## src/rtl/tls_pkg.sv

```systemverilog
// Shared types, constants and keyword table of the token lexer.
`timescale 1ns / 1ps
`default_nettype none
package tls_pkg;

  localparam int unsigned OffsetBitsDef = 16;
  localparam int unsigned KeywordBytesDef = 8;
  localparam int unsigned QueueDepth = 4;

  // Token kinds
  localparam logic [5:0] K_IDENT   = 6'd0;
  localparam logic [5:0] K_INT     = 6'd9;
  localparam logic [5:0] K_STRING  = 6'd10;
  localparam logic [5:0] K_COMMENT = 6'd11;
  localparam logic [5:0] K_LPAREN  = 6'd12;
  localparam logic [5:0] K_RPAREN  = 6'd13;
  localparam logic [5:0] K_LBRACK  = 6'd14;
  localparam logic [5:0] K_RBRACK  = 6'd15;
  localparam logic [5:0] K_LBRACE  = 6'd16;
  localparam logic [5:0] K_RBRACE  = 6'd17;
  localparam logic [5:0] K_COMMA   = 6'd18;
  localparam logic [5:0] K_AMP     = 6'd19;
  localparam logic [5:0] K_AMPAMP  = 6'd20;
  localparam logic [5:0] K_BAR     = 6'd21;
  localparam logic [5:0] K_BARBAR  = 6'd22;
  localparam logic [5:0] K_PLUS    = 6'd23;
  localparam logic [5:0] K_INC     = 6'd24;
  localparam logic [5:0] K_PLUSEQ  = 6'd25;
  localparam logic [5:0] K_MINUS   = 6'd26;
  localparam logic [5:0] K_DEC     = 6'd27;
  localparam logic [5:0] K_MINUSEQ = 6'd28;
  localparam logic [5:0] K_ASSIGN  = 6'd29;
  localparam logic [5:0] K_EQEQ    = 6'd30;
  localparam logic [5:0] K_CHAR    = 6'd31;
  localparam logic [5:0] K_END     = 6'd32;
  localparam logic [5:0] K_ERROR   = 6'd33;

  // Characters
  localparam logic [7:0] C_NUL    = 8'h00;
  localparam logic [7:0] C_TAB    = 8'h09;
  localparam logic [7:0] C_NL     = 8'h0A;
  localparam logic [7:0] C_SPACE  = 8'h20;
  localparam logic [7:0] C_QUOTE  = 8'h22;
  localparam logic [7:0] C_HASH   = 8'h23;
  localparam logic [7:0] C_DOLLAR = 8'h24;
  localparam logic [7:0] C_AMP    = 8'h26;
  localparam logic [7:0] C_LPAREN = 8'h28;
  localparam logic [7:0] C_RPAREN = 8'h29;
  localparam logic [7:0] C_PLUS   = 8'h2B;
  localparam logic [7:0] C_COMMA  = 8'h2C;
  localparam logic [7:0] C_MINUS  = 8'h2D;
  localparam logic [7:0] C_ZERO   = 8'h30;
  localparam logic [7:0] C_EQ     = 8'h3D;
  localparam logic [7:0] C_LBRACK = 8'h5B;
  localparam logic [7:0] C_BSLASH = 8'h5C;
  localparam logic [7:0] C_RBRACK = 8'h5D;
  localparam logic [7:0] C_UNDER  = 8'h5F;
  localparam logic [7:0] C_N      = 8'h6E;
  localparam logic [7:0] C_LBRACE = 8'h7B;
  localparam logic [7:0] C_BAR    = 8'h7C;
  localparam logic [7:0] C_RBRACE = 8'h7D;

  // Lexer modes, one-hot
  typedef enum logic [11:0] {
    M_IDLE    = 12'b0000_0000_0001,
    M_IDENT   = 12'b0000_0000_0010,
    M_NUM     = 12'b0000_0000_0100,
    M_STR     = 12'b0000_0000_1000,
    M_ESC     = 12'b0000_0001_0000,
    M_COMMENT = 12'b0000_0010_0000,
    M_AMP     = 12'b0000_0100_0000,
    M_BAR     = 12'b0000_1000_0000,
    M_PLUS    = 12'b0001_0000_0000,
    M_MINUS   = 12'b0010_0000_0000,
    M_EQ      = 12'b0100_0000_0000,
    M_SKIP    = 12'b1000_0000_0000
  } mode_e;

  // One result record
  typedef struct packed {
    logic [5:0]  kind;
    logic [15:0] start;
    logic [15:0] length;
    logic [31:0] value;
    logic [7:0]  ch;
    logic        last;
  } rec_t;

  // Results of one byte, handed from lexer to queue
  typedef struct packed {
    logic v0;
    logic v1;
    rec_t r0;
    rec_t r1;
  } lex_out_t;

  // Keyword spellings, byte i in bits 8i+7..8i
  function automatic logic [63:0] kw_word(input logic [2:0] k);
    logic [63:0] w;
    case (k)
      3'd0:    w = 64'h6669;
      3'd1:    w = 64'h65736c65;
      3'd2:    w = 64'h726f66;
      3'd3:    w = 64'h656c696877;
      3'd4:    w = 64'h6e7275746572;
      3'd5:    w = 64'h6b61657262;
      3'd6:    w = 64'h65756e69746e6f63;
      default: w = 64'h6e6f6974636e7566;
    endcase
    return w;
  endfunction

  function automatic logic [3:0] kw_len(input logic [2:0] k);
    logic [3:0] n;
    case (k)
      3'd0:    n = 4'd2;
      3'd1:    n = 4'd4;
      3'd2:    n = 4'd3;
      3'd3:    n = 4'd5;
      3'd4:    n = 4'd6;
      3'd5:    n = 4'd5;
      default: n = 4'd8;
    endcase
    return n;
  endfunction

  function automatic logic is_alpha(input logic [7:0] b);
    return (b >= 8'h61 && b <= 8'h7A) || (b >= 8'h41 && b <= 8'h5A) ||
           b == C_UNDER || b == C_DOLLAR;
  endfunction

  function automatic logic is_decimal(input logic [7:0] b);
    return b >= 8'h30 && b <= 8'h39;
  endfunction

endpackage
`default_nettype wire

```

## src/rtl/token_lexer_stream_top.sv

```systemverilog
// Top level of the streaming token lexer.
//
// Input channel: one source byte per transaction on text_byte_i, taken when
// push is high and full is low. Byte 0 ends the text and resets offsets.
// Result channel: queue style; while empty is low the oldest token record is
// on the result ports, and pop takes it.
// Each byte is classified in the cycle it is taken; its results (zero, one
// or two) enter a four-entry result queue at that edge and can be popped
// from the next cycle.
// One byte is taken every cycle as long as the queue has two free entries;
// the single read port of the queue gives at most one result per cycle, so a
// byte stream that yields two results per byte is held back by full.
// Reset empties the queue and returns the lexer to the between-tokens state
// at offset zero. When the receiver stalls, the queue fills and full rises;
// no transaction is lost.
`timescale 1ns / 1ps
`default_nettype none
module token_lexer_stream_top #(
  parameter int unsigned OFFSET_BITS = tls_pkg::OffsetBitsDef
) (
  input  wire logic        clk_i,
  input  wire logic        rst_ni,
  input  wire logic        push,
  output logic             full,
  input  wire logic [7:0]  text_byte_i,
  output logic             empty,
  input  wire logic        pop,
  output logic [5:0]       token_kind_o,
  output logic [15:0]      token_start_o,
  output logic [15:0]      token_length_o,
  output logic [31:0]      integer_value_o,
  output logic [7:0]       string_char_o,
  output logic             last_of_run_o
);

  tls_pkg::lex_out_t lex_out;
  tls_pkg::rec_t     head;
  logic              room, accept;

  assign full   = !room;
  assign accept = push && room;

  tls_lexer #(.OFFSET_BITS(OFFSET_BITS)) u_lexer (
    .clk_i  (clk_i),
    .rst_ni (rst_ni),
    .en_i   (accept),
    .byte_i (text_byte_i),
    .out_o  (lex_out)
  );

  tls_queue u_queue (
    .clk_i   (clk_i),
    .rst_ni  (rst_ni),
    .wr_en_i (accept),
    .wr_i    (lex_out),
    .pop_i   (pop),
    .room_o  (room),
    .empty_o (empty),
    .head_o  (head)
  );

  assign token_kind_o    = head.kind;
  assign token_start_o   = head.start;
  assign token_length_o  = head.length;
  assign integer_value_o = head.value;
  assign string_char_o   = head.ch;
  assign last_of_run_o   = head.last;

endmodule
`default_nettype wire

```

## src/rtl/tls_lexer.sv

```systemverilog
// Front end: classifies each byte and forms up to two result records.
`timescale 1ns / 1ps
`default_nettype none
module tls_lexer #(
  parameter int unsigned OFFSET_BITS = tls_pkg::OffsetBitsDef
) (
  input  wire logic            clk_i,
  input  wire logic            rst_ni,
  input  wire logic            en_i,
  input  wire logic [7:0]      byte_i,
  output tls_pkg::lex_out_t    out_o
);

  tls_pkg::mode_e mode_q, mode_d;
  logic [OFFSET_BITS-1:0] start_q, start_d;
  logic [OFFSET_BITS-1:0] off_q, off_d;
  logic [63:0] win_q, win_d;
  logic [31:0] acc_q, acc_d;
  logic [3:0]  cnt_q, cnt_d;

  function automatic logic [15:0] lo16(input logic [OFFSET_BITS-1:0] x);
    logic [31:0] w;
    w = 32'(x);
    return w[15:0];
  endfunction

  function automatic tls_pkg::rec_t mk(input logic [5:0] k, input logic [15:0] s,
                                       input logic [15:0] l, input logic [31:0] v,
                                       input logic [7:0] c);
    tls_pkg::rec_t r;
    r.kind = k; r.start = s; r.length = l; r.value = v; r.ch = c; r.last = 1'b0;
    return r;
  endfunction

  // Keyword lookup on the held identifier
  logic [5:0] id_kind;
  always_comb begin
    id_kind = tls_pkg::K_IDENT;
    for (int k = 7; k >= 0; k--) begin
      if (cnt_q == tls_pkg::kw_len(3'(k)) && win_q == tls_pkg::kw_word(3'(k))) begin
        id_kind = 6'(k + 1);
      end
    end
  end

  // Saturating decimal accumulate
  logic [35:0] acc_x10;
  logic [31:0] acc_next;
  always_comb begin
    acc_x10 = ({4'b0, acc_q} << 3) + ({4'b0, acc_q} << 1) +
              36'(byte_i - tls_pkg::C_ZERO);
    acc_next = (acc_x10[35:32] != 4'd0) ? 32'hFFFF_FFFF : acc_x10[31:0];
  end

  // Token start on the current byte
  logic           st_v;
  tls_pkg::rec_t  st_r;
  tls_pkg::mode_e st_mode;
  logic [15:0]    off16;
  always_comb begin
    off16   = lo16(off_q);
    st_v    = 1'b0;
    st_r    = mk(tls_pkg::K_END, off16, 16'd0, 32'd0, 8'd0);
    st_mode = tls_pkg::M_IDLE;
    if (tls_pkg::is_alpha(byte_i)) begin
      st_mode = tls_pkg::M_IDENT;
    end else if (tls_pkg::is_decimal(byte_i)) begin
      st_mode = tls_pkg::M_NUM;
    end else begin
      case (byte_i)
        tls_pkg::C_SPACE, tls_pkg::C_TAB, tls_pkg::C_NL: st_mode = tls_pkg::M_IDLE;
        tls_pkg::C_NUL:    st_v = 1'b1;
        tls_pkg::C_QUOTE:  st_mode = tls_pkg::M_STR;
        tls_pkg::C_HASH:   st_mode = tls_pkg::M_COMMENT;
        tls_pkg::C_AMP:    st_mode = tls_pkg::M_AMP;
        tls_pkg::C_BAR:    st_mode = tls_pkg::M_BAR;
        tls_pkg::C_PLUS:   st_mode = tls_pkg::M_PLUS;
        tls_pkg::C_MINUS:  st_mode = tls_pkg::M_MINUS;
        tls_pkg::C_EQ:     st_mode = tls_pkg::M_EQ;
        tls_pkg::C_LPAREN: begin st_v = 1'b1; st_r.kind = tls_pkg::K_LPAREN; end
        tls_pkg::C_RPAREN: begin st_v = 1'b1; st_r.kind = tls_pkg::K_RPAREN; end
        tls_pkg::C_LBRACK: begin st_v = 1'b1; st_r.kind = tls_pkg::K_LBRACK; end
        tls_pkg::C_RBRACK: begin st_v = 1'b1; st_r.kind = tls_pkg::K_RBRACK; end
        tls_pkg::C_LBRACE: begin st_v = 1'b1; st_r.kind = tls_pkg::K_LBRACE; end
        tls_pkg::C_RBRACE: begin st_v = 1'b1; st_r.kind = tls_pkg::K_RBRACE; end
        tls_pkg::C_COMMA:  begin st_v = 1'b1; st_r.kind = tls_pkg::K_COMMA; end
        default: begin
          st_v = 1'b1; st_r.kind = tls_pkg::K_ERROR; st_mode = tls_pkg::M_SKIP;
        end
      endcase
      if (st_v && byte_i != tls_pkg::C_NUL) st_r.length = 16'd1;
    end
  end

  // Main decode: pending token flush, then start or end-of-text
  logic           fl_v, do_start, end_v;
  tls_pkg::rec_t  fl_r, sec_r;
  logic [OFFSET_BITS-1:0] off_p1, off_m1;
  logic           is_an;
  logic [7:0]     esc_ch;
  logic           esc_ok;
  always_comb begin
    off_p1   = off_q + OFFSET_BITS'(1);
    off_m1   = off_q - OFFSET_BITS'(1);
    is_an    = tls_pkg::is_alpha(byte_i) || tls_pkg::is_decimal(byte_i);
    fl_v     = 1'b0;
    fl_r     = mk(tls_pkg::K_IDENT, lo16(start_q), lo16(off_q - start_q), 32'd0, 8'd0);
    do_start = 1'b0;
    end_v    = 1'b0;
    mode_d   = mode_q;
    win_d    = win_q;
    acc_d    = acc_q;
    cnt_d    = cnt_q;
    esc_ok   = 1'b1;
    esc_ch   = byte_i;
    case (byte_i)
      tls_pkg::C_BSLASH, tls_pkg::C_QUOTE: esc_ch = byte_i;
      tls_pkg::C_N:    esc_ch = tls_pkg::C_NL;
      tls_pkg::C_ZERO: esc_ch = tls_pkg::C_NUL;
      default:         esc_ok = 1'b0;
    endcase
    unique case (mode_q)
      tls_pkg::M_IDENT: begin
        if (is_an) begin
          for (int i = 0; i < int'(tls_pkg::KeywordBytesDef); i++) begin
            if (cnt_q == 4'(i)) win_d[8*i +: 8] = win_q[8*i +: 8] | byte_i;
          end
          if (cnt_q < 4'(tls_pkg::KeywordBytesDef + 1)) cnt_d = cnt_q + 4'd1;
        end else begin
          fl_v = 1'b1; fl_r.kind = id_kind; do_start = 1'b1;
        end
      end
      tls_pkg::M_NUM: begin
        if (tls_pkg::is_decimal(byte_i)) begin
          acc_d = acc_next;
        end else begin
          fl_v = 1'b1; fl_r.kind = tls_pkg::K_INT; fl_r.value = acc_q; do_start = 1'b1;
        end
      end
      tls_pkg::M_STR: begin
        fl_r.kind = tls_pkg::K_STRING;
        if (byte_i == tls_pkg::C_NUL) begin
          fl_v = 1'b1; end_v = 1'b1; mode_d = tls_pkg::M_IDLE;
        end else if (byte_i == tls_pkg::C_QUOTE) begin
          fl_v = 1'b1; fl_r.length = lo16(off_p1 - start_q); mode_d = tls_pkg::M_IDLE;
        end else if (byte_i == tls_pkg::C_BSLASH) begin
          mode_d = tls_pkg::M_ESC;
        end else begin
          fl_v = 1'b1;
          fl_r = mk(tls_pkg::K_CHAR, lo16(off_q), 16'd1, 32'd0, byte_i);
        end
      end
      tls_pkg::M_ESC: begin
        if (byte_i == tls_pkg::C_NUL) begin
          fl_v = 1'b1; fl_r.kind = tls_pkg::K_STRING; end_v = 1'b1;
          mode_d = tls_pkg::M_IDLE;
        end else begin
          mode_d = tls_pkg::M_STR;
          fl_v   = esc_ok;
          fl_r   = mk(tls_pkg::K_CHAR, lo16(off_m1), 16'd2, 32'd0, esc_ch);
        end
      end
      tls_pkg::M_COMMENT: begin
        fl_r.kind = tls_pkg::K_COMMENT;
        if (byte_i == tls_pkg::C_NL) begin
          fl_v = 1'b1; mode_d = tls_pkg::M_IDLE;
        end else if (byte_i == tls_pkg::C_NUL) begin
          fl_v = 1'b1; end_v = 1'b1; mode_d = tls_pkg::M_IDLE;
        end
      end
      tls_pkg::M_AMP, tls_pkg::M_BAR, tls_pkg::M_PLUS, tls_pkg::M_MINUS,
      tls_pkg::M_EQ: begin
        fl_v = 1'b1;
        fl_r.length = 16'd2;
        mode_d = tls_pkg::M_IDLE;
        if (mode_q == tls_pkg::M_AMP && byte_i == tls_pkg::C_AMP) begin
          fl_r.kind = tls_pkg::K_AMPAMP;
        end else if (mode_q == tls_pkg::M_BAR && byte_i == tls_pkg::C_BAR) begin
          fl_r.kind = tls_pkg::K_BARBAR;
        end else if (mode_q == tls_pkg::M_PLUS && byte_i == tls_pkg::C_PLUS) begin
          fl_r.kind = tls_pkg::K_INC;
        end else if (mode_q == tls_pkg::M_PLUS && byte_i == tls_pkg::C_EQ) begin
          fl_r.kind = tls_pkg::K_PLUSEQ;
        end else if (mode_q == tls_pkg::M_MINUS && byte_i == tls_pkg::C_MINUS) begin
          fl_r.kind = tls_pkg::K_DEC;
        end else if (mode_q == tls_pkg::M_MINUS && byte_i == tls_pkg::C_EQ) begin
          fl_r.kind = tls_pkg::K_MINUSEQ;
        end else if (mode_q == tls_pkg::M_EQ && byte_i == tls_pkg::C_EQ) begin
          fl_r.kind = tls_pkg::K_EQEQ;
        end else begin
          // Single-byte operator; this byte starts the next token
          fl_r.length = 16'd1;
          do_start = 1'b1;
          case (mode_q)
            tls_pkg::M_AMP:   fl_r.kind = tls_pkg::K_AMP;
            tls_pkg::M_BAR:   fl_r.kind = tls_pkg::K_BAR;
            tls_pkg::M_PLUS:  fl_r.kind = tls_pkg::K_PLUS;
            tls_pkg::M_MINUS: fl_r.kind = tls_pkg::K_MINUS;
            default:          fl_r.kind = tls_pkg::K_ASSIGN;
          endcase
        end
      end
      tls_pkg::M_SKIP: begin
        if (byte_i == tls_pkg::C_NUL) begin
          end_v = 1'b1; mode_d = tls_pkg::M_IDLE;
        end
      end
      default: do_start = 1'b1;
    endcase
    start_d = start_q;
    if (do_start) begin
      mode_d  = st_mode;
      start_d = off_q;
      win_d   = 64'(byte_i);
      cnt_d   = 4'd1;
      acc_d   = 32'(byte_i - tls_pkg::C_ZERO);
    end
    off_d = (byte_i == tls_pkg::C_NUL) ? '0 : off_p1;
    sec_r = do_start ? st_r : mk(tls_pkg::K_END, off16, 16'd0, 32'd0, 8'd0);
  end

  // Pack results in order and mark the last one
  logic sec_v;
  always_comb begin
    sec_v     = (do_start && st_v) || end_v;
    out_o.v0  = fl_v || sec_v;
    out_o.v1  = fl_v && sec_v;
    out_o.r0  = fl_v ? fl_r : sec_r;
    out_o.r1  = sec_r;
    out_o.r0.last = !(fl_v && sec_v);
    out_o.r1.last = 1'b1;
  end

  // State registers
  always_ff @(posedge clk_i or negedge rst_ni) begin
    if (!rst_ni) begin
      mode_q  <= tls_pkg::M_IDLE;
      start_q <= '0;
      off_q   <= '0;
      win_q   <= '0;
      acc_q   <= '0;
      cnt_q   <= '0;
    end else if (en_i) begin
      mode_q  <= mode_d;
      start_q <= start_d;
      off_q   <= off_d;
      win_q   <= win_d;
      acc_q   <= acc_d;
      cnt_q   <= cnt_d;
    end
  end

endmodule
`default_nettype wire

```

## src/rtl/tls_queue.sv

```systemverilog
// Back end: result queue taking up to two records a cycle, giving one.
`timescale 1ns / 1ps
`default_nettype none
module tls_queue (
  input  wire logic              clk_i,
  input  wire logic              rst_ni,
  input  wire logic              wr_en_i,
  input  wire tls_pkg::lex_out_t wr_i,
  input  wire logic              pop_i,
  output logic                   room_o,
  output logic                   empty_o,
  output tls_pkg::rec_t          head_o
);

  localparam int unsigned PtrBits = $clog2(tls_pkg::QueueDepth);

  tls_pkg::rec_t mem_q [tls_pkg::QueueDepth];
  logic [PtrBits-1:0] wp_q, wp_d, rp_q, rp_d;
  logic [PtrBits:0]   cnt_q, cnt_d;
  logic               do_pop;
  logic [1:0]         n_wr;

  assign empty_o = (cnt_q == '0);
  assign room_o  = (cnt_q <= (PtrBits+1)'(tls_pkg::QueueDepth - 2));
  assign head_o  = mem_q[rp_q];
  assign do_pop  = pop_i && !empty_o;

  // Pointer and fill bookkeeping
  always_comb begin
    n_wr  = wr_en_i ? ({1'b0, wr_i.v0} + {1'b0, wr_i.v1}) : 2'd0;
    wp_d  = wp_q + PtrBits'(n_wr);
    rp_d  = rp_q + PtrBits'(do_pop);
    cnt_d = cnt_q + (PtrBits+1)'(n_wr) - (PtrBits+1)'(do_pop);
  end

  always_ff @(posedge clk_i or negedge rst_ni) begin
    if (!rst_ni) begin
      wp_q  <= '0;
      rp_q  <= '0;
      cnt_q <= '0;
    end else begin
      wp_q  <= wp_d;
      rp_q  <= rp_d;
      cnt_q <= cnt_d;
    end
  end

  // Record storage
  always_ff @(posedge clk_i) begin
    if (wr_en_i && wr_i.v0) mem_q[wp_q] <= wr_i.r0;
    if (wr_en_i && wr_i.v1) mem_q[wp_q + PtrBits'(1)] <= wr_i.r1;
  end

endmodule
`default_nettype wire

```

## config.mk

```make
export PLATFORM = sky130hd
export DESIGN_NAME = token_lexer_stream_top
export DESIGN_NICKNAME = d
export VERILOG_FILES = /design/src/rtl/tls_pkg.sv /design/src/rtl/token_lexer_stream_top.sv /design/src/rtl/tls_lexer.sv /design/src/rtl/tls_queue.sv
export SDC_FILE = /design/constraint.sdc
export NUM_CORES = 1
export LEC_CHECK = 0
export BUFFER_PORTS_ARGS = -buffer_cell sky130_fd_sc_hd__buf_4
export CORE_MARGIN = 5
export CORE_UTILIZATION = 45
export CTS_CLUSTER_DIAMETER = 80
export DETAILED_ROUTE_END_ITERATION = 7
export PLACE_DENSITY = 0.64
export SLEW_MARGIN = 20
export SYNTH_ARGS = -nofsm -noshare
export SYNTH_HDL_FRONTEND = slang
export SYNTH_HIERARCHICAL = 1
export SYNTH_SLANG_ARGS = --single-unit
```

## constraint.sdc

```tcl
create_clock -name clk_i -period 28.2 [get_ports clk_i]
set_clock_uncertainty 0.2 [all_clocks]
set_input_delay 4.23 -clock clk_i [delete_from_list [all_inputs] [get_ports clk_i]]
set_output_delay 4.23 -clock clk_i [all_outputs]
set_load 0.02 [all_outputs]
```

# Word level (Yosys, flattened, before mapping)
# Memory sizes are Yosys's and may differ from the RTL's.
# Index checks and enable logic that the tools add are counted.
# Widths: inputs -> output; s select.
[classes]
n_addsub = 15
n_lt_le_gt_ge = 8
eq_ne = 50
n_mux = 108
bitwise = 8
reduce_logical = 72
[op_table]
columns = ["op", "n"]
rows = [
  ["$mux 79", 3],
  ["$mux 64", 3],
  ["$mux 16", 10],
  ["$mux 32", 5],
  ["$eq 64x39->1 const B", 2],
  ["$eq 64x63->1 const B", 2],
  ["$eq 8x6->1 const B", 12],
  ["$mux 12", 8],
  ["$mux 6", 16],
  ["$pmux 12 s8", 1],
  ["$pmux 32 s3", 1],
  ["$mux 78", 1],
  ["$mux 73", 1],
  ["$eq 64x15->1 const B", 1],
  ["$eq 64x23->1 const B", 1],
  ["$eq 64x31->1 const B", 1],
  ["$eq 64x47->1 const B", 1],
  ["$eq 8x7->1 const B", 8],
  ["$mux 8", 8],
  ["$or 8x8->8", 8],
  ["$pmux 12 s5", 1],
  ["$pmux 16 s3", 1],
  ["$pmux 6 s8", 1],
  ["$mux 41", 1],
  ["other kinds (67)", 164],
]
[word_totals]
regBits = 151
ram_bits = 316
input_bits = 12
elab_cells = 278
n_memories = 1
[mem_list]
columns = ["memory", "words", "word_bits", "read_ports", "rd_ports_with_merged_regs", "wr", "line", "text"]
rows = [
  ["u_queue.mem_q", 4, 79, 1, 0, 2, "tls_queue.sv:17", "tls_pkg::rec_t mem_q [tls_pkg::QueueDepth];"],
]

# Longest topological paths before layout
# Gate-level depths: netlist of the first run.
[depth]
depth_word = 17
ltp_mapped = 20
depth_no_buf = 19

# By module
# The synthesis of the first run kept the hierarchy.
[modules_own_cells]
columns = ["module", "instances", "cells_each", "area_each_um2"]
rows = [
  ["tls_queue", 1, 808, 15673.8],
  ["tls_lexer", 1, 1689, 13416.6],
  ["token_lexer_stream_top", 1, 2, 10.0],
]

# Worst setup path before layout of the first run
# Ideal clock, no wire load.
[synth_timing]
kind = "input-to-reg"
start = "in text_byte_i[4]"
end = "mem u_queue/mem_q[1][0] (netlist name), enable pin"
setup_ns = 0.630
t_arrival_ns = 12.785
t_required_ns = 27.370
slack_ns = 14.585
path_stages = 15
path_buffers = 4
path_cell_list = "clkbuf_1 > inv_1 > ha_1 > or3b_2 > nor3_1 > and2_1 > o31a_1 > o32a_1 > or3_1 > clkbuf_1 > clkbuf_1 > and2_1 > buf_2 > mux2i_1 > nor3b_1"
[synth_rtl]
columns = ["item", "line", "text"]
rows = [
  ["start: declaration", "token_lexer_stream_top.sv:25", "input wire logic [7:0] text_byte_i,"],
  ["end: declaration", "tls_queue.sv:17", ""],
]

==> results of run 1 <==
==> cell usage in the layout (no fill, tap or decap), types with 79 or more instances in the layout <==
master / Yosys / final
nand2_1: 135 / 135
nor2_1: 154 / 154
inv_1: 79 / 79
o21ai_0: 105 / 105
a21oi_1: 148 / 147
ha_1: 81 / 81
buf_4: 60 / 121
mux4_2: 79 / 79
mux2_2: 306 / 306
dfrtp_1: 150 / 148
edfxtp_1: 316 / 316
==> final cells by class <==
cell class | instances | area (sq um)
tap | 855 | 1070
timing repair buffer | 123 | 930
fill | 5673 | 32100
multi-input combinational | 1807 | 14700
inverter | 79 | 297
clock buffer | 67 | 1450
clock inverter | 33 | 402
sequential | 467 | 13300
==> synth_stat cells, drive strengths merged, types with 8 or more instances <==
master / instances
a211oi: 11
a21o: 23
a21oi: 148
a22o: 15
a22oi: 17
a31oi: 15
and2: 25
and3: 44
buf: 136
clkbuf: 64
dfrtp: 150
edfxtp: 316
fa: 34
ha: 81
inv: 79
mux2: 316
mux4: 79
nand2: 136
nand2b: 20
nand3: 59
nand3b: 12
nand4: 27
nand4b: 8
nor2: 154
nor2b: 21
nor3: 63
nor3b: 10
nor4: 32
nor4b: 10
o211ai: 8
o21a: 15
o21ai: 142
o21bai: 10
o31a: 9
o31ai: 16
or2: 10
or3: 22
xnor2: 41
xor2: 29
==> how the worst min path moves through the flow <==
stage	from	end	slack (ns)	depth (start not counted)
CTS	u_lexer/win_q[55]$_DFFE_PN0P_	u_lexer/win_q[55]$_DFFE_PN0P_	0.29	1
global placement	u_lexer/win_q[15]$_DFFE_PN0P_	u_lexer/win_q[15]$_DFFE_PN0P_	0.27	1
floorplan	u_lexer/win_q[15]$_DFFE_PN0P_	u_lexer/win_q[15]$_DFFE_PN0P_	0.24	1
finish	u_lexer/win_q[55]$_DFFE_PN0P_	u_lexer/win_q[55]$_DFFE_PN0P_	0.28	1
global route	u_lexer/win_q[55]$_DFFE_PN0P_	u_lexer/win_q[55]$_DFFE_PN0P_	0.30	1
detailed placement	u_lexer/win_q[15]$_DFFE_PN0P_	u_lexer/win_q[15]$_DFFE_PN0P_	0.27	1
==> registers in the layout, indices dropped and copies added (netlist names) <==
signal and cells:
u_lexer/off16 16, u_queue/cnt_q 3, u_lexer/mode_q 12, u_lexer/cnt_q 4, u_lexer/acc_q 32, u_queue/wp_q 2, u_lexer/win_q 64, u_queue/mem_q 316
u_queue/rp_q 2, u_lexer/start_q 16
==> kinds of logic (layout without fill, tap and decap cells) <==
logic type	Yosys count	in the layout
AO/OA/AOI/OAI	490	490
XOR/XNOR	70	70
adder cells (fa/ha/maj)	115	115
AND/OR/NAND/NOR	674	674
multiplexers	402	402
buffers and inverters	279	302
other	2	56
flip-flops	467	467
==> metal layers <==
| metal | GRT usage (%) | vias up |
|---|---|---|
| li1 | - | 9430 |
| met1 | 32.2 | 10500 |
| met2 | 36.2 | 653 |
| met3 | 3.34 | 106 |
| met4 | 4.91 | 2 |
| met5 | 0 | - |
==> through the flow <==
stage / area [sq um] / power, mW / util [%]
2_1_floorplan: 29300 / 2.42 / -
3_3_place_gp: 30300 / 2.94 / 47.1
3_5_place_dp: 30300 / 2.96 / 47.1
4_1_cts: 32100 / 3.71 / 50.0
5_1_grt: 32100 / 3.94 / 50.0
6_report: 32100 / 3.71 / 50.0
==> power breakdown <==
| group | internal (mW) | total, mW | switching, mW |
|---|---|---|---|
| Sequential | 0.885 | 1.01 | 0.127 |
| Clock | 0.430 | 0.727 | 0.297 |
| Combinational | 0.822 | 1.97 | 1.14 |
==> run summary, run 1 <==
Cell repeated most along the worst path - nand2_1
Slew HR - 25.3%
Setup TNS - 0 ns
Worst R2R End - u_queue/mem_q[1][28]$_DFFE_PP_
Crit path time final - 9.95 ns
Die X - 264 um
Vias in the first global route - 20800
Wire length on met2 - 37500 um
Clock Pin Slew Worst Setup and Hold Paths - 0.06 ns
Synth area leader - edfxtp_1
Post-DP HPWL - 53800 um
Number of flops mapped to enable cells by yosys - 316
Fin nets - 2658
Static leakage - 12.8 nW
Slowest cell on the critical path - and4bb_4
Hold_buf cts - 0
Synthesis-to-layout area growth - 10.4%
CP bufs+invs - 2
# DRC - 0
Worst setup path endpoint - u_queue/mem_q[1][28]$_DFFE_PP_
Leading post-synthesis cells by cell area - edfxtp_1 33%, dfrtp_1 13%, mux2_2 12%, mux4_2 6.1%, ha_1 3.5%
Worst-Skew Late Latency - 0.64 ns
Netlist cell types - 94
Io pins - 93
Routed wire length - 80300 um
Worst-margin pin slew - 1.11 ns
First-pass iteration count of the detailed router - 5
Seq/Total Area, Yosys - 45.6%
Worst setup path class - in2reg
CTS root buf - clkbuf_16
Highest routed layer - met5
CP Launch Type - primary input
Hold WC Path Type - reg2reg
CP startpoint - text_byte_i[5]
Clk sinks - 467
Compound-Gate Fraction of Synth Area - 10.6%
Initial antenna violation count - 1
Hold WS - 0.283 ns
CP Data Required Time - 28.36 ns
Main combinational cell family by area after synthesis - multiplexers
DIE HEIGHT - 264 um
Synth Area in Simple Gates - 12.3%
Max rail drop VDD - 0.0580 mV
GPL Wtd Cong - 0.911
Post-Place Worst Slack - 17.59 ns
Synth Warn # - 6
Metal3 WL - 4850 um
Vias per inst - 6.04
Cts bufs inserted - 53
Max-Cap Viols - 0
CTS Buffer Depth - 3
Final ANT Viol Nets - 0
Slew Viols, Final - 0
Mux cell area share after synthesis - 18.8%
DIE AREA - 69900 sq um
Crit path setup slack, layout - 18.25 ns
R2r setup slk - 21.52 ns
Unrepaired setup endpoints after global routing - no
Synth Area in XOR/XNOR - 2.11%
Vias - 20700
Syn Inst Count - 2499
Main flop type after synthesis - edfxtp_1
Async S/R FF share, synth - 32.3%
Outcome - finished, final reports clean
Yosys reg bits - 467
Cell Area, Synth - 29100 sq um
Top-area cell type share of the netlist area - 32.6%
Share of cells above drive strength 1 - 25.4%
Starting DRT DRC Count - 1766
Post-cts sizing count - 0
Largest net degree at the start of global routing - 86
Rows - 93
Avg WL per Cell - 23.4 um
Core Region - 64200 sq um
WP data arrival - 10.10 ns
Buffers on Ports - 92
Crit path largest cell delay - 0.95 ns
Met1 wire length - 36400 um
Total gr overflow - 0
DP Cell Count - 3331
Tot GR Track Use - 22.3%
H-tree levels - 2
Post-CTS setup buffers - 0
Max Fanout on Critical Path - 42
Initial Util - 45.3%
CTS tree - yes
Cell family with the largest share of critical-path delay - simple AND/OR/NAND/NOR gates
Layout Cells excl Fill - 3431
Synth Area in Adders - 5.82%
RR Startpoint - u_lexer/mode_q[10]$_DFFE_PN0P_
First-pass GRT wire length - 125000 um
Stages on the worst setup path - 14
Worst path cell trace - buf_4 -> ha_1 -> nand2_1 -> o21ai_1 -> nor2b_2 -> and2_1 -> a31oi_1 -> nand2_1 -> nand2_1 -> o21ai_0 -> and2_1 -> and4bb_4 -> buf_4 -> mux2_2
Ant. Diodes - 0
FF-to-FF path depth - 12
Syn_area_per_cell - 11.6 sq um
Setup violators final - 0
CP Capture Type - flip-flop
Fin. Hold Viols - 0
Total power divided by cell area - 115 nW/um^2
Peak Freq - 0.101 GHz
Final worst path period share - 35.3%
Note: power is estimated with default switching activity, not from simulation.
==> run 2, diff against run 1 <==
- ABC_AREA: not set -> 1
- PLACE_DENSITY: 0.64 -> 0.66
- clock period: 28.2 -> 8.8 ns (I/O delays scaled with it)
==> run summary, run 2 <==
Outcome - finished, final reports clean
# DRC - 0
Crit path time final - 5.90 ns
Setup violators final - 0
Unrepaired setup endpoints after global routing - no
Post-CTS setup buffers - 0
Fillers - 6472
Seq/Total Area, Yosys - 43.2%
CP Data Required Time - 8.93 ns
Slew HR - 28.0%
Hold Crit Depth - 2
Initial Util - 45.5%
Worst setup path class - in2reg
GPL Wtd Cong - 0.955
Post-DP HPWL - 59200 um
Fin nets - 4087
Tot GR Track Use - 22.9%
Cell Area, Synth - 30700 sq um
Post-cts sizing count - 0
Initial antenna violation count - 1
Post-layout util - 49.8%
Largest register FFs - 316
RR Startpoint - u_lexer/mode_q[7]$_DFFE_PN0P_
Peak Freq - 0.170 GHz
First-pass iteration count of the detailed router - 6
CP Capture Type - flip-flop
Final ANT Viol Nets - 0
Synth area leader - edfxtp_1
DP Cell Count - 4777
Layout Cells excl Fill - 4879
Share of cells above drive strength 1 - 8.71%
Clock Pin Slew Worst Setup and Hold Paths - 0.06 ns
Largest Register - u_queue/mem_q
Top-count cell post-synth - nand2_1
Largest registers - u_queue/mem_q (316), u_lexer/win_q (64), u_lexer/acc_q (32)
Min-Delay Endpoint - u_lexer/start_q[5]$_DFFE_PN0P_
Placed Area - 31600 sq um
Io pins - 93
Total power divided by cell area - 418 nW/um^2
First-pass GRT wire length - 136000 um
Ant. Diodes - 0
Netlist cell types - 58
Synthesis-to-layout area growth - 9.30%
Hold_buf cts - 0
Buffers on Ports - 92
Multi-input logic area - 14800 sq um
Worst-margin pin slew - 1.08 ns
Slew Viols, Final - 0
Top-area cell type share of the netlist area - 30.9%
Fin. Hold Viols - 0
Post-Place Worst Slack - 2.36 ns
Design Area, Final - 33600 sq um
Number of flops mapped to enable cells by yosys - 316
WP data arrival - 6.03 ns
DIE HEIGHT - 271 um
CTS tree - yes
Syn_area_per_cell - 7.74 sq um
DIE AREA - 73500 sq um
Cts bufs inserted - 54
Avg WL per Cell - 17.8 um
R2r setup slk - 3.45 ns
Max-Cap Viols - 0
Hold WS - 0.284 ns
Clk sinks - 467
Commonest cells after routing, fill and taps aside - 826 x nand2_1, 611 x nor2_1, 499 x o21ai_0
Worst-Skew Late Latency - 0.62 ns
Max Fanout on Critical Path - 86
Syn Inst Count - 3965
Synth Warn # - 6
Register area - 13300 sq um
Worst R2R End - u_queue/mem_q[3][31]$_DFFE_PP_
Commonest non-fill, non-tap cell in the layout - nand2_1
Routed wire length - 86800 um
Vias in the first global route - 24500
CTS Buffer Depth - 3
CTS root buf - clkbuf_16
Hold WC Path Type - reg2reg
FF-to-FF path depth - 17
Die X - 271 um
Vias per inst - 5.40
Core Region - 67400 sq um
Static leakage - 14.0 nW
Largest net degree at the start of global routing - 121
Crit path setup slack, layout - 2.90 ns
Max rail drop VDD - 0.315 mV
Rows - 95
Starting DRT DRC Count - 2339
Async S/R FF share, synth - 32.3%
Synth top cells by count - 826 x nand2_1, 613 x nor2_1, 500 x o21ai_0
Main flop type after synthesis - edfxtp_1
Total gr overflow - 0
Final worst path period share - 67.0%
H-tree levels - 2
CP Launch Type - primary input
Yosys reg bits - 467
Hold Path Origin - u_lexer/start_q[5]$_DFFE_PN0P_
Vias - 26300
Leading post-synthesis cells by cell area - edfxtp_1 31%, dfrtp_1 12%, nand2_1 10%, o21ai_0 8.2%, nor2_1 7.5%
-- run 2: cell count changes after synthesis, moves of 24 or more --
cell,before,now
a21oi_1,148,177
a21oi_2,0,63
and2_1,25,1
and3_1,44,2
inv_1,79,416
mux2_2,306,0
mux4_2,79,0
nand2_1,135,826
nand3_1,58,128
nor2_1,154,613
o21ai_0,105,500
o21ai_1,36,97
o22ai_1,6,30
xnor2_1,41,16
-- run 2: power breakdown --
part	switching [mW]	total, mW	internal [mW]	leakage [nW]
logic	5.59	8.29	2.70	8.18
clock network	0.950	2.37	1.42	0.921
registers	0.392	3.36	2.97	4.87
-- run 2: worst max path at each step --
stage | start | slack [ns] | end
2_1_floorplan | text_byte_i[4] | -1.17 | u_queue/mem_q[1][0]$_DFFE_PP_
3_3_place_gp | text_byte_i[4] | 2.55 | u_queue/mem_q[3][31]$_DFFE_PP_
3_5_place_dp | text_byte_i[4] | 2.36 | u_queue/mem_q[3][25]$_DFFE_PP_
4_1_cts | text_byte_i[4] | 3.03 | u_queue/mem_q[3][25]$_DFFE_PP_
5_1_grt | text_byte_i[4] | 2.48 | u_queue/mem_q[3][7]$_DFFE_PP_
6_report | text_byte_i[4] | 2.90 | u_queue/mem_q[3][31]$_DFFE_PP_
-- run 2: critical path, cell delays in order --
cell     delay, ns
buf_4         0.19
ha_1          0.36
nand2_1       0.09
nor2_1        0.15
nor2_1        0.06
nand2_1       0.19
nand2_2       0.45
nand3_4       0.29
nor2_8        0.08
nor2_2        0.42
nand2_1       0.15
a21oi_1       0.30
nand2_2       0.16
inv_2         0.16
nand3_4       0.65
buf_4         0.68
nand2_1       0.15
o21ai_0       0.10
-- run 2: area by class of cell --
| cell class | instances | area share (%) |
|---|---|---|
| clock buffer | 82 | 4.70 |
| clock inverter | 20 | 0.973 |
| inverter | 436 | 4.89 |
| multi-input combinational | 2890 | 44.0 |
| sequential | 467 | 39.6 |
| tap | 873 | 3.26 |
| timing repair buffer | 111 | 2.64 |
-- run 2: kinds of logic (layout without fill, tap and decap cells) --
family / after synthesis / count (layout) / synth area share, %
AO/OA/AOI/OAI: 913 / 913 / 16.2
buffers and inverters: 662 / 649 / 9.64
AND/OR/NAND/NOR: 1749 / 1749 / 23.8
adder cells (fa/ha/maj): 115 / 115 / 5.52
other: 2 / 56 / 0.0245
XOR/XNOR: 57 / 57 / 1.63
flip-flops: 467 / 467 / 43.2
-- run 2: metrics by stage --
step | setup TNS, ns | power [mW]
after floorplan | -254.39 | 9.30
after detailed placement | 0 | 11.6
after global placement | 0 | 11.5
after global routing | 0 | 15.2
final | 0 | 14.0
after CTS | 0 | 14.0
-- run 2: routing by layer --
metal / part of all wire (%) / global-route usage, % / up-vias
met5: 0.020 / 0 / -
met4: 2.3 / 5.70 / 2
met3: 7.9 / 3.94 / 126
met2: 45 / 36.4 / 922
met1: 44 / 32.9 / 12300
li1: - / - / 13000
